[src/deq_pkg.sv]
// Shared codes and types for the double-ended queue.
package deq_pkg;

  localparam int unsigned OP_W  = 3;
  localparam int unsigned ST_W  = 3;
  localparam int unsigned VAL_W = 32;

  // operation codes
  localparam logic [OP_W-1:0] OP_ADD_FRONT = 3'd0;
  localparam logic [OP_W-1:0] OP_ADD_REAR  = 3'd1;
  localparam logic [OP_W-1:0] OP_REM_FRONT = 3'd2;
  localparam logic [OP_W-1:0] OP_REM_REAR  = 3'd3;
  localparam logic [OP_W-1:0] OP_DUMP      = 3'd4;

  // result status codes
  localparam logic [ST_W-1:0] ST_OK        = 3'd0;
  localparam logic [ST_W-1:0] ST_UNDERFLOW = 3'd1;
  localparam logic [ST_W-1:0] ST_OVERFLOW  = 3'd2;
  localparam logic [ST_W-1:0] ST_ELEMENT   = 3'd3;
  localparam logic [ST_W-1:0] ST_EMPTY     = 3'd4;

  typedef struct packed {
    logic                    vld;
    logic [ST_W-1:0]         status;
    logic signed [VAL_W-1:0] value;
    logic                    last;
  } result_t;

endpackage

[src/deq_mem.sv]
// Element store: one write port, one read port, registered read data.
module deq_mem import deq_pkg::*; #(
  parameter int unsigned DEPTH = 64
) (
  input  logic                               clk_i,
  input  logic                               we_i,
  input  logic [$clog2(DEPTH)-1:0]           waddr_i,
  input  logic signed [VAL_W-1:0]            wdata_i,
  input  logic                               re_i,
  input  logic [$clog2(DEPTH)-1:0]           raddr_i,
  output logic signed [VAL_W-1:0]            rdata_o
);

  logic signed [VAL_W-1:0] mem_q [DEPTH];
  logic signed [VAL_W-1:0] rdata_q;

  always_ff @(posedge clk_i) begin
    if (we_i) begin
      mem_q[waddr_i] <= wdata_i;
    end
  end

  // read data holds until the next read
  always_ff @(posedge clk_i) begin
    if (re_i) begin
      rdata_q <= mem_q[raddr_i];
    end
  end

  assign rdata_o = rdata_q;

endmodule

[src/deq_ctrl.sv]
// Pointer bookkeeping, add/remove decisions and the dump read sequencer.
module deq_ctrl import deq_pkg::*; #(
  parameter int unsigned DEPTH = 64
) (
  input  logic                          clk_i,
  input  logic                          rst_ni,
  input  logic                          in_valid_i,
  output logic                          in_stall_o,
  input  logic [OP_W-1:0]               operation_i,
  input  logic signed [VAL_W-1:0]       item_value_i,
  input  logic                          out_free_i,
  output result_t                       res_o,
  output logic                          we_o,
  output logic [$clog2(DEPTH)-1:0]      waddr_o,
  output logic signed [VAL_W-1:0]       wdata_o,
  output logic                          re_o,
  output logic [$clog2(DEPTH)-1:0]      raddr_o,
  input  logic signed [VAL_W-1:0]       rdata_i
);

  localparam int unsigned IDX_W = $clog2(DEPTH);
  localparam int unsigned CNT_W = $clog2(DEPTH + 1);
  localparam int unsigned SUM_W = CNT_W + 1;

  localparam logic [IDX_W-1:0] IDX_LAST = IDX_W'(DEPTH - 1);
  localparam logic [CNT_W-1:0] CNT_FULL = CNT_W'(DEPTH);
  localparam logic [SUM_W-1:0] SUM_DEPTH = SUM_W'(DEPTH);

  localparam logic [0:0] S_IDLE = 1'b0;
  localparam logic [0:0] S_DUMP = 1'b1;

  logic [0:0]       state_q, state_d;
  logic [IDX_W-1:0] front_q, front_d;
  logic [CNT_W-1:0] cnt_q, cnt_d;
  logic [IDX_W-1:0] rd_idx_q, rd_idx_d;
  logic [CNT_W-1:0] left_q, left_d;
  logic             pend_q, pend_d;
  logic             pend_last_q, pend_last_d;

  logic             acc;
  logic             consume;
  logic             issue;
  logic [IDX_W-1:0] front_prev;
  logic [IDX_W-1:0] front_next;
  logic [IDX_W-1:0] rd_next;
  logic [SUM_W-1:0] rear_sum;
  logic [SUM_W-1:0] rear_wrap;

  assign in_stall_o = (state_q == S_DUMP) || !out_free_i;
  assign acc        = in_valid_i && !in_stall_o;

  assign front_prev = (front_q == '0) ? IDX_LAST : front_q - 1'b1;
  assign front_next = (front_q == IDX_LAST) ? '0 : front_q + 1'b1;
  assign rd_next    = (rd_idx_q == IDX_LAST) ? '0 : rd_idx_q + 1'b1;
  assign rear_sum   = SUM_W'(front_q) + SUM_W'(cnt_q);
  assign rear_wrap  = (rear_sum >= SUM_DEPTH) ? rear_sum - SUM_DEPTH : rear_sum;

  // one read in flight at most; the next is issued as the held data drains
  assign consume = (state_q == S_DUMP) && pend_q && out_free_i;
  assign issue   = (state_q == S_DUMP) && (left_q != '0) && (!pend_q || consume);

  always_comb begin
    state_d     = state_q;
    front_d     = front_q;
    cnt_d       = cnt_q;
    rd_idx_d    = rd_idx_q;
    left_d      = left_q;
    pend_d      = pend_q;
    pend_last_d = pend_last_q;
    res_o       = '0;
    we_o        = 1'b0;
    waddr_o     = front_prev;
    wdata_o     = item_value_i;
    re_o        = 1'b0;
    raddr_o     = rd_idx_q;

    if (acc) begin
      unique case (operation_i)
        OP_ADD_FRONT: begin
          res_o.vld  = 1'b1;
          res_o.last = 1'b1;
          if (cnt_q == CNT_FULL) begin
            res_o.status = ST_OVERFLOW;
          end else begin
            res_o.status = ST_OK;
            we_o         = 1'b1;
            waddr_o      = front_prev;
            front_d      = front_prev;
            cnt_d        = cnt_q + 1'b1;
          end
        end
        OP_ADD_REAR: begin
          res_o.vld  = 1'b1;
          res_o.last = 1'b1;
          if (cnt_q == CNT_FULL) begin
            res_o.status = ST_OVERFLOW;
          end else begin
            res_o.status = ST_OK;
            we_o         = 1'b1;
            waddr_o      = rear_wrap[IDX_W-1:0];
            cnt_d        = cnt_q + 1'b1;
          end
        end
        OP_REM_FRONT: begin
          res_o.vld  = 1'b1;
          res_o.last = 1'b1;
          if (cnt_q == '0) begin
            res_o.status = ST_UNDERFLOW;
          end else begin
            res_o.status = ST_OK;
            front_d      = front_next;
            cnt_d        = cnt_q - 1'b1;
          end
        end
        OP_REM_REAR: begin
          res_o.vld  = 1'b1;
          res_o.last = 1'b1;
          if (cnt_q == '0) begin
            res_o.status = ST_UNDERFLOW;
          end else begin
            res_o.status = ST_OK;
            cnt_d        = cnt_q - 1'b1;
          end
        end
        OP_DUMP: begin
          if (cnt_q == '0) begin
            res_o.vld    = 1'b1;
            res_o.status = ST_EMPTY;
            res_o.last   = 1'b1;
          end else begin
            state_d  = S_DUMP;
            rd_idx_d = front_q;
            left_d   = cnt_q;
          end
        end
        default: begin
          // unknown operation: no result, no state change
        end
      endcase
    end

    if (consume) begin
      res_o.vld    = 1'b1;
      res_o.status = ST_ELEMENT;
      res_o.value  = rdata_i;
      res_o.last   = pend_last_q;
      pend_d       = 1'b0;
      if (pend_last_q) begin
        state_d = S_IDLE;
      end
    end

    if (issue) begin
      re_o        = 1'b1;
      raddr_o     = rd_idx_q;
      rd_idx_d    = rd_next;
      left_d      = left_q - 1'b1;
      pend_d      = 1'b1;
      pend_last_d = (left_q == CNT_W'(1));
    end
  end

  always_ff @(posedge clk_i or negedge rst_ni) begin
    if (!rst_ni) begin
      state_q     <= S_IDLE;
      front_q     <= '0;
      cnt_q       <= '0;
      rd_idx_q    <= '0;
      left_q      <= '0;
      pend_q      <= 1'b0;
      pend_last_q <= 1'b0;
    end else begin
      state_q     <= state_d;
      front_q     <= front_d;
      cnt_q       <= cnt_d;
      rd_idx_q    <= rd_idx_d;
      left_q      <= left_d;
      pend_q      <= pend_d;
      pend_last_q <= pend_last_d;
    end
  end

endmodule

[src/double_ended_queue_core.sv]
// Top level of the bounded double-ended queue with output register.
//
//  channel | valid       | stall        | payload
//  --------+-------------+--------------+------------------------------------------
//  input   | in_valid_i  | in_stall_o   | operation_i, item_value_i
//  output  | out_valid_o | out_stall_i  | status_o, element_value_o, last_result_o
//
// Each add or removal makes at most one store write and gives one result.
// A dump of n elements streams one element per cycle, while the output is
// not stalled, through the store's single read port; the next item is not
// taken until the last element has been passed to the output register.
// Input is stalled during a dump and while a held result cannot drain.
// Reset empties the queue at once; the store itself is not cleared.
module double_ended_queue_core import deq_pkg::*; #(
  parameter int unsigned DEPTH = 64
) (
  input  logic                    clk_i,
  input  logic                    rst_ni,
  input  logic                    in_valid_i,
  output logic                    in_stall_o,
  input  logic [OP_W-1:0]         operation_i,
  input  logic signed [VAL_W-1:0] item_value_i,
  output logic                    out_valid_o,
  input  logic                    out_stall_i,
  output logic [ST_W-1:0]         status_o,
  output logic signed [VAL_W-1:0] element_value_o,
  output logic                    last_result_o
);

  localparam int unsigned IDX_W = $clog2(DEPTH);

  logic                    out_vld_q;
  result_t                 out_q;
  result_t                 res;
  logic                    out_free;
  logic                    we;
  logic [IDX_W-1:0]        waddr;
  logic signed [VAL_W-1:0] wdata;
  logic                    re;
  logic [IDX_W-1:0]        raddr;
  logic signed [VAL_W-1:0] rdata;

  assign out_free = !out_vld_q || !out_stall_i;

  deq_ctrl #(
    .DEPTH(DEPTH)
  ) u_ctrl (
    .clk_i       (clk_i),
    .rst_ni      (rst_ni),
    .in_valid_i  (in_valid_i),
    .in_stall_o  (in_stall_o),
    .operation_i (operation_i),
    .item_value_i(item_value_i),
    .out_free_i  (out_free),
    .res_o       (res),
    .we_o        (we),
    .waddr_o     (waddr),
    .wdata_o     (wdata),
    .re_o        (re),
    .raddr_o     (raddr),
    .rdata_i     (rdata)
  );

  deq_mem #(
    .DEPTH(DEPTH)
  ) u_mem (
    .clk_i  (clk_i),
    .we_i   (we),
    .waddr_i(waddr),
    .wdata_i(wdata),
    .re_i   (re),
    .raddr_i(raddr),
    .rdata_o(rdata)
  );

  always_ff @(posedge clk_i or negedge rst_ni) begin
    if (!rst_ni) begin
      out_vld_q <= 1'b0;
    end else if (out_free) begin
      out_vld_q <= res.vld;
    end
  end

  always_ff @(posedge clk_i) begin
    if (out_free && res.vld) begin
      out_q <= res;
    end
  end

  assign out_valid_o     = out_vld_q;
  assign status_o        = out_q.status;
  assign element_value_o = out_q.value;
  assign last_result_o   = out_q.last;

endmodule

[config.mk]
export PLATFORM = sky130hd
export DESIGN_NAME = double_ended_queue_core
export DESIGN_NICKNAME = d
export VERILOG_FILES = /design/src/deq_pkg.sv /design/src/deq_mem.sv /design/src/deq_ctrl.sv /design/src/double_ended_queue_core.sv
export SDC_FILE = /design/constraint.sdc
export NUM_CORES = 2
export LEC_CHECK = 0
export ABC_AREA = 1
export BUFFER_PORTS_ARGS = -buffer_cell sky130_fd_sc_hd__buf_2
export CAP_MARGIN = 20
export CELL_PAD_IN_SITES_DETAIL_PLACEMENT = 1
export CELL_PAD_IN_SITES_GLOBAL_PLACEMENT = 1
export CORE_MARGIN = 8
export CORE_UTILIZATION = 35
export CTS_BUF_LIST = sky130_fd_sc_hd__clkbuf_2 sky130_fd_sc_hd__clkbuf_4 sky130_fd_sc_hd__clkbuf_8
export DETAILED_ROUTE_END_ITERATION = 12
export GPL_TIMING_DRIVEN = 0
export PLACE_DENSITY_LB_ADDON = 0.1
export REMOVE_ABC_BUFFERS = 1
export SYNTH_ARGS = -nofsm -noshare
export SYNTH_HDL_FRONTEND = slang
export SYNTH_SLANG_ARGS = --single-unit
[constraint.sdc]
create_clock -name clk_i -period 4.45 [get_ports clk_i]
set_input_delay 0.6675 -clock clk_i [delete_from_list [all_inputs] [get_ports clk_i]]
set_output_delay 0.6675 -clock clk_i [all_outputs]
set_load 0.02 [all_outputs]
==> flow_metrics.tcl <==
set metrics [dict create \
    status "completed" \
    final_hold_viol_count 0 \
    firstDrtPassIters 5 \
    drc_errors 0 \
    path_cells "ha_1 -> fa_1 -> nand3_1 -> nand3b_1 -> nand2_1 -> nand2_1 -> nand2_2 -> nand4_1 -> nor2_4 -> buf_16 -> buf_16 -> buf_16" \
    synth_ff_type "edfxtp_1" \
    min_path_cells 1 \
    routed_via_density 5.23 \
    cpPeakStageDelay_ns 0.81 \
    crit_start "u_ctrl.cnt_q[0]" \
    placed_area_sq_mm 0.0948 \
    clockBufferDepth 4 \
    worst_pin_slew_ns 1.13 \
    numCtsBuffers 392 \
    r2r-start "u_ctrl.cnt_q[0]" \
    r2r_setup_slack_ns 0.15 \
    clock-sinks 2146 \
    min_from "item_value_i[17]" \
    overflow 0 \
    grt_pass1_wl_um 436000 \
    antenna_found_initial 26 \
    cp-end-kind "register" \
    initial_core_util_pct 35.1 \
    insertion_delay_ns 1.07 \
    cp.arrival_ns 5.05 \
    wire_per_inst_um 27.4 \
    ios 77 \
    synth.largest_area_cell "edfxtp_1" \
    numPortBuffers 76 \
    core_area_sq_mm 0.248 \
    vias 58800 \
    grt_max_degree 140 \
    clk_pin_slew_ns 0.06 \
    max_freq_mhz 232 \
    r2r_cells 12 \
    period_needed_ns 4.30 \
    syn_inst 7347 \
    ir_drop_v 0.000535 \
    nets 7701 \
    setup_violations 0 \
    power.density_mw_per_mm2 615 \
    wl_um 308000 \
    slew_viol_final 0 \
    synth_edf_count 2116 \
    htree_levels 5 \
    postRouteAntennaNets 0 \
    post-route-period-util_pct 96.7 \
    ys_types 39 \
    rows 183 \
    stdcell_area_sq_mm 0.103 \
    finalClockSkew_ns 0.0686 \
    netlist_area_sq_mm 0.0871 \
    ys_ff_latch 2146 \
    syn_area_per_cell_sq_um 11.9 \
    hpwlAfterDp_um 180000 \
    finalSetupTns_ns 0 \
    rr_endpoint "u_mem.mem_q[13][31]" \
    critPathKind "register to register" \
    grt_pass1_vias 59400 \
    fin_total_pwr_uw 63200 \
    track_usage_pct 22.6 \
    synth_top_area_share_pct 72.9 \
    cap_viol_max_count 0 \
    die_x_um 515 \
    drive_above_1_share_pct 12.9 \
    max-slew-margin-rel_pct 24.7 \
    async_flop_share_pct 1.40 \
    crit_top_cell "buf_16" \
    gp_congestion 0.726 \
    netlist_top_cells_area "edfxtp_1 73%, nor2_1 7.2%, nand2_1 5.0%, o21ai_0 3.7%, nand3_1 3.3%" \
    cp-start-kind "register" \
    leakage_uw 0.0355 \
    holdPathEnd "u_mem.mem_q[24][17]" \
    die_h_um 515 \
    yosysWarnings 0 \
    min_path_type "input port to register" \
    tritoncts "built" \
    cp_slowest_cell "nor2_4" \
    drt_iter0_drc 4713 \
    cts.root.buffer_cell "clkbuf_8" \
    area_growth_pct 17.9 \
    yosysSeqAreaShare_pct 73.8 \
    die-area_sq_mm 0.265 \
    worstPathMaxFanout 10 \
    worstPathRequired_ns 5.19 \
]
[worst max-delay path by stage]
stage / end / slack (ns)
floorplan: u_mem.rdata_o[11] / -47.91
global placement: u_mem.rdata_o[7] / -167.76
detailed placement: u_mem.mem_q[4][9] / -0.13
CTS: u_mem.mem_q[0][25] / 0.01
global route: u_mem.mem_q[13][31] / -0.007
finish: u_mem.mem_q[13][31] / 0.15
[report_power, final]
| part | internal [uW] | leakage (uW) | switching, uW |
|---|---|---|---|
| sequential | 23000 | 0.0194 | 721 |
| combinational | 6420 | 0.0124 | 15600 |
| clock | 9330 | 0.00375 | 8210 |
[Yosys cell counts, types with 16 or more instances]
cell type  instances
edfxtp_1        2116
nor2_1          1661
nand2_1         1155
o21ai_0          647
nand3_1          571
o21ai_1          189
clkbuf_1         188
inv_1            163
buf_2            156
a21oi_1          143
o211ai_1         121
buf_1             43
buf_4             42
dfrtp_1           30
or2_2             27
ha_1              16
[state kept, by name (all words and copies together), names as in the netlist, 3 cells and up]
signal and count:
element_value_o 32, status_o 3, u_ctrl.cnt_q 7, u_ctrl.front_q 6, u_ctrl.left_q 7, u_ctrl.raddr_o 6, u_mem.mem_q 2048, u_mem.rdata_o 32
[metrics by stage]
| stage | instances | setup WS [ns] | util [%] | hold slack (ns) |
|---|---|---|---|---|
| after floorplan | 6906 | -47.91 | - | 0.372 |
| after global placement | 10300 | -167.76 | 36.1 | 0.477 |
| after detailed placement | 10500 | -0.125 | 38.2 | 0.476 |
| after CTS | 11200 | 0.00991 | 41.1 | 0.0162 |
| after global routing | 11200 | -0.00729 | 41.4 | 0.0438 |
| final | 11200 | 0.145 | 41.4 | 0.117 |
[placed cells by master, fill, tap and decap left out, drive strengths merged, types with 4 or more instances in the layout]
cell,netlist,final
a21oi,144,144
buf,253,324
clkbuf,188,524
clkinv,2,126
clkinvlp,0,4
dfrtp,30,30
diode,0,12
dlygate4sd3,0,19
edfxtp,2116,2116
ha,16,16
inv,168,172
nand2,1158,1158
nand3,578,578
nand4,10,10
nor2,1665,1665
nor3,4,4
o211ai,121,121
o21ai,836,836
or2,27,27
xnor2,4,4
xor2,14,14
[timing repair]
item | in CTS | in global routing
hold buffers | 8 | 11
setup buffers | 6 | 20
resized for setup | 0 | 0
gates cloned | 0 | 1
endpoints found under the hold margin | 82 | 114
pin swaps | 3 | 5
endpoints found under the setup margin | 9 | 76
[critical path: cells and delay by family (launching register included)]
| kind | cells | cell delay (ns) |
|---|---|---|
| fa+ha+maj | 2 | 0.73 |
| flops | 1 | 0.53 |
| simple gates | 7 | 2.09 |
| buf+inv | 3 | 0.58 |
[cell families after synthesis]
group           after synthesis  synth area share (%)
fa+ha+maj                    18                 0.276
buf+inv                     611                  3.14
simple gates               3444                  15.9
flops                      2146                  73.8
xor+xnor                     18                 0.181
compound gates             1110                  6.75
[layer usage]
| metal | track usage [%] | share of wire (%) | vias to the layer above |
|---|---|---|---|
| met2 | 36.8 | 47 | 1525 |
| met3 | 3.44 | 4.7 | 454 |
| li1 | - | - | 26400 |
| met4 | 7.77 | 3.2 | 0 |
| met1 | 31.0 | 45 | 30400 |
| met5 | 0 | 0 | - |
[layout make-up]
type                    count  area, sq um
well taps                3330         4170
inverters                 170          687
diodes                     12         30.0
multi-input cells        4590        20600
fillers                 26100       145000
clock buffers             523         6430
flip-flops and latches   2146        64300
clock inverters           133          602
repair buffers            344         5910
Power figures use the tool's default switching activity.
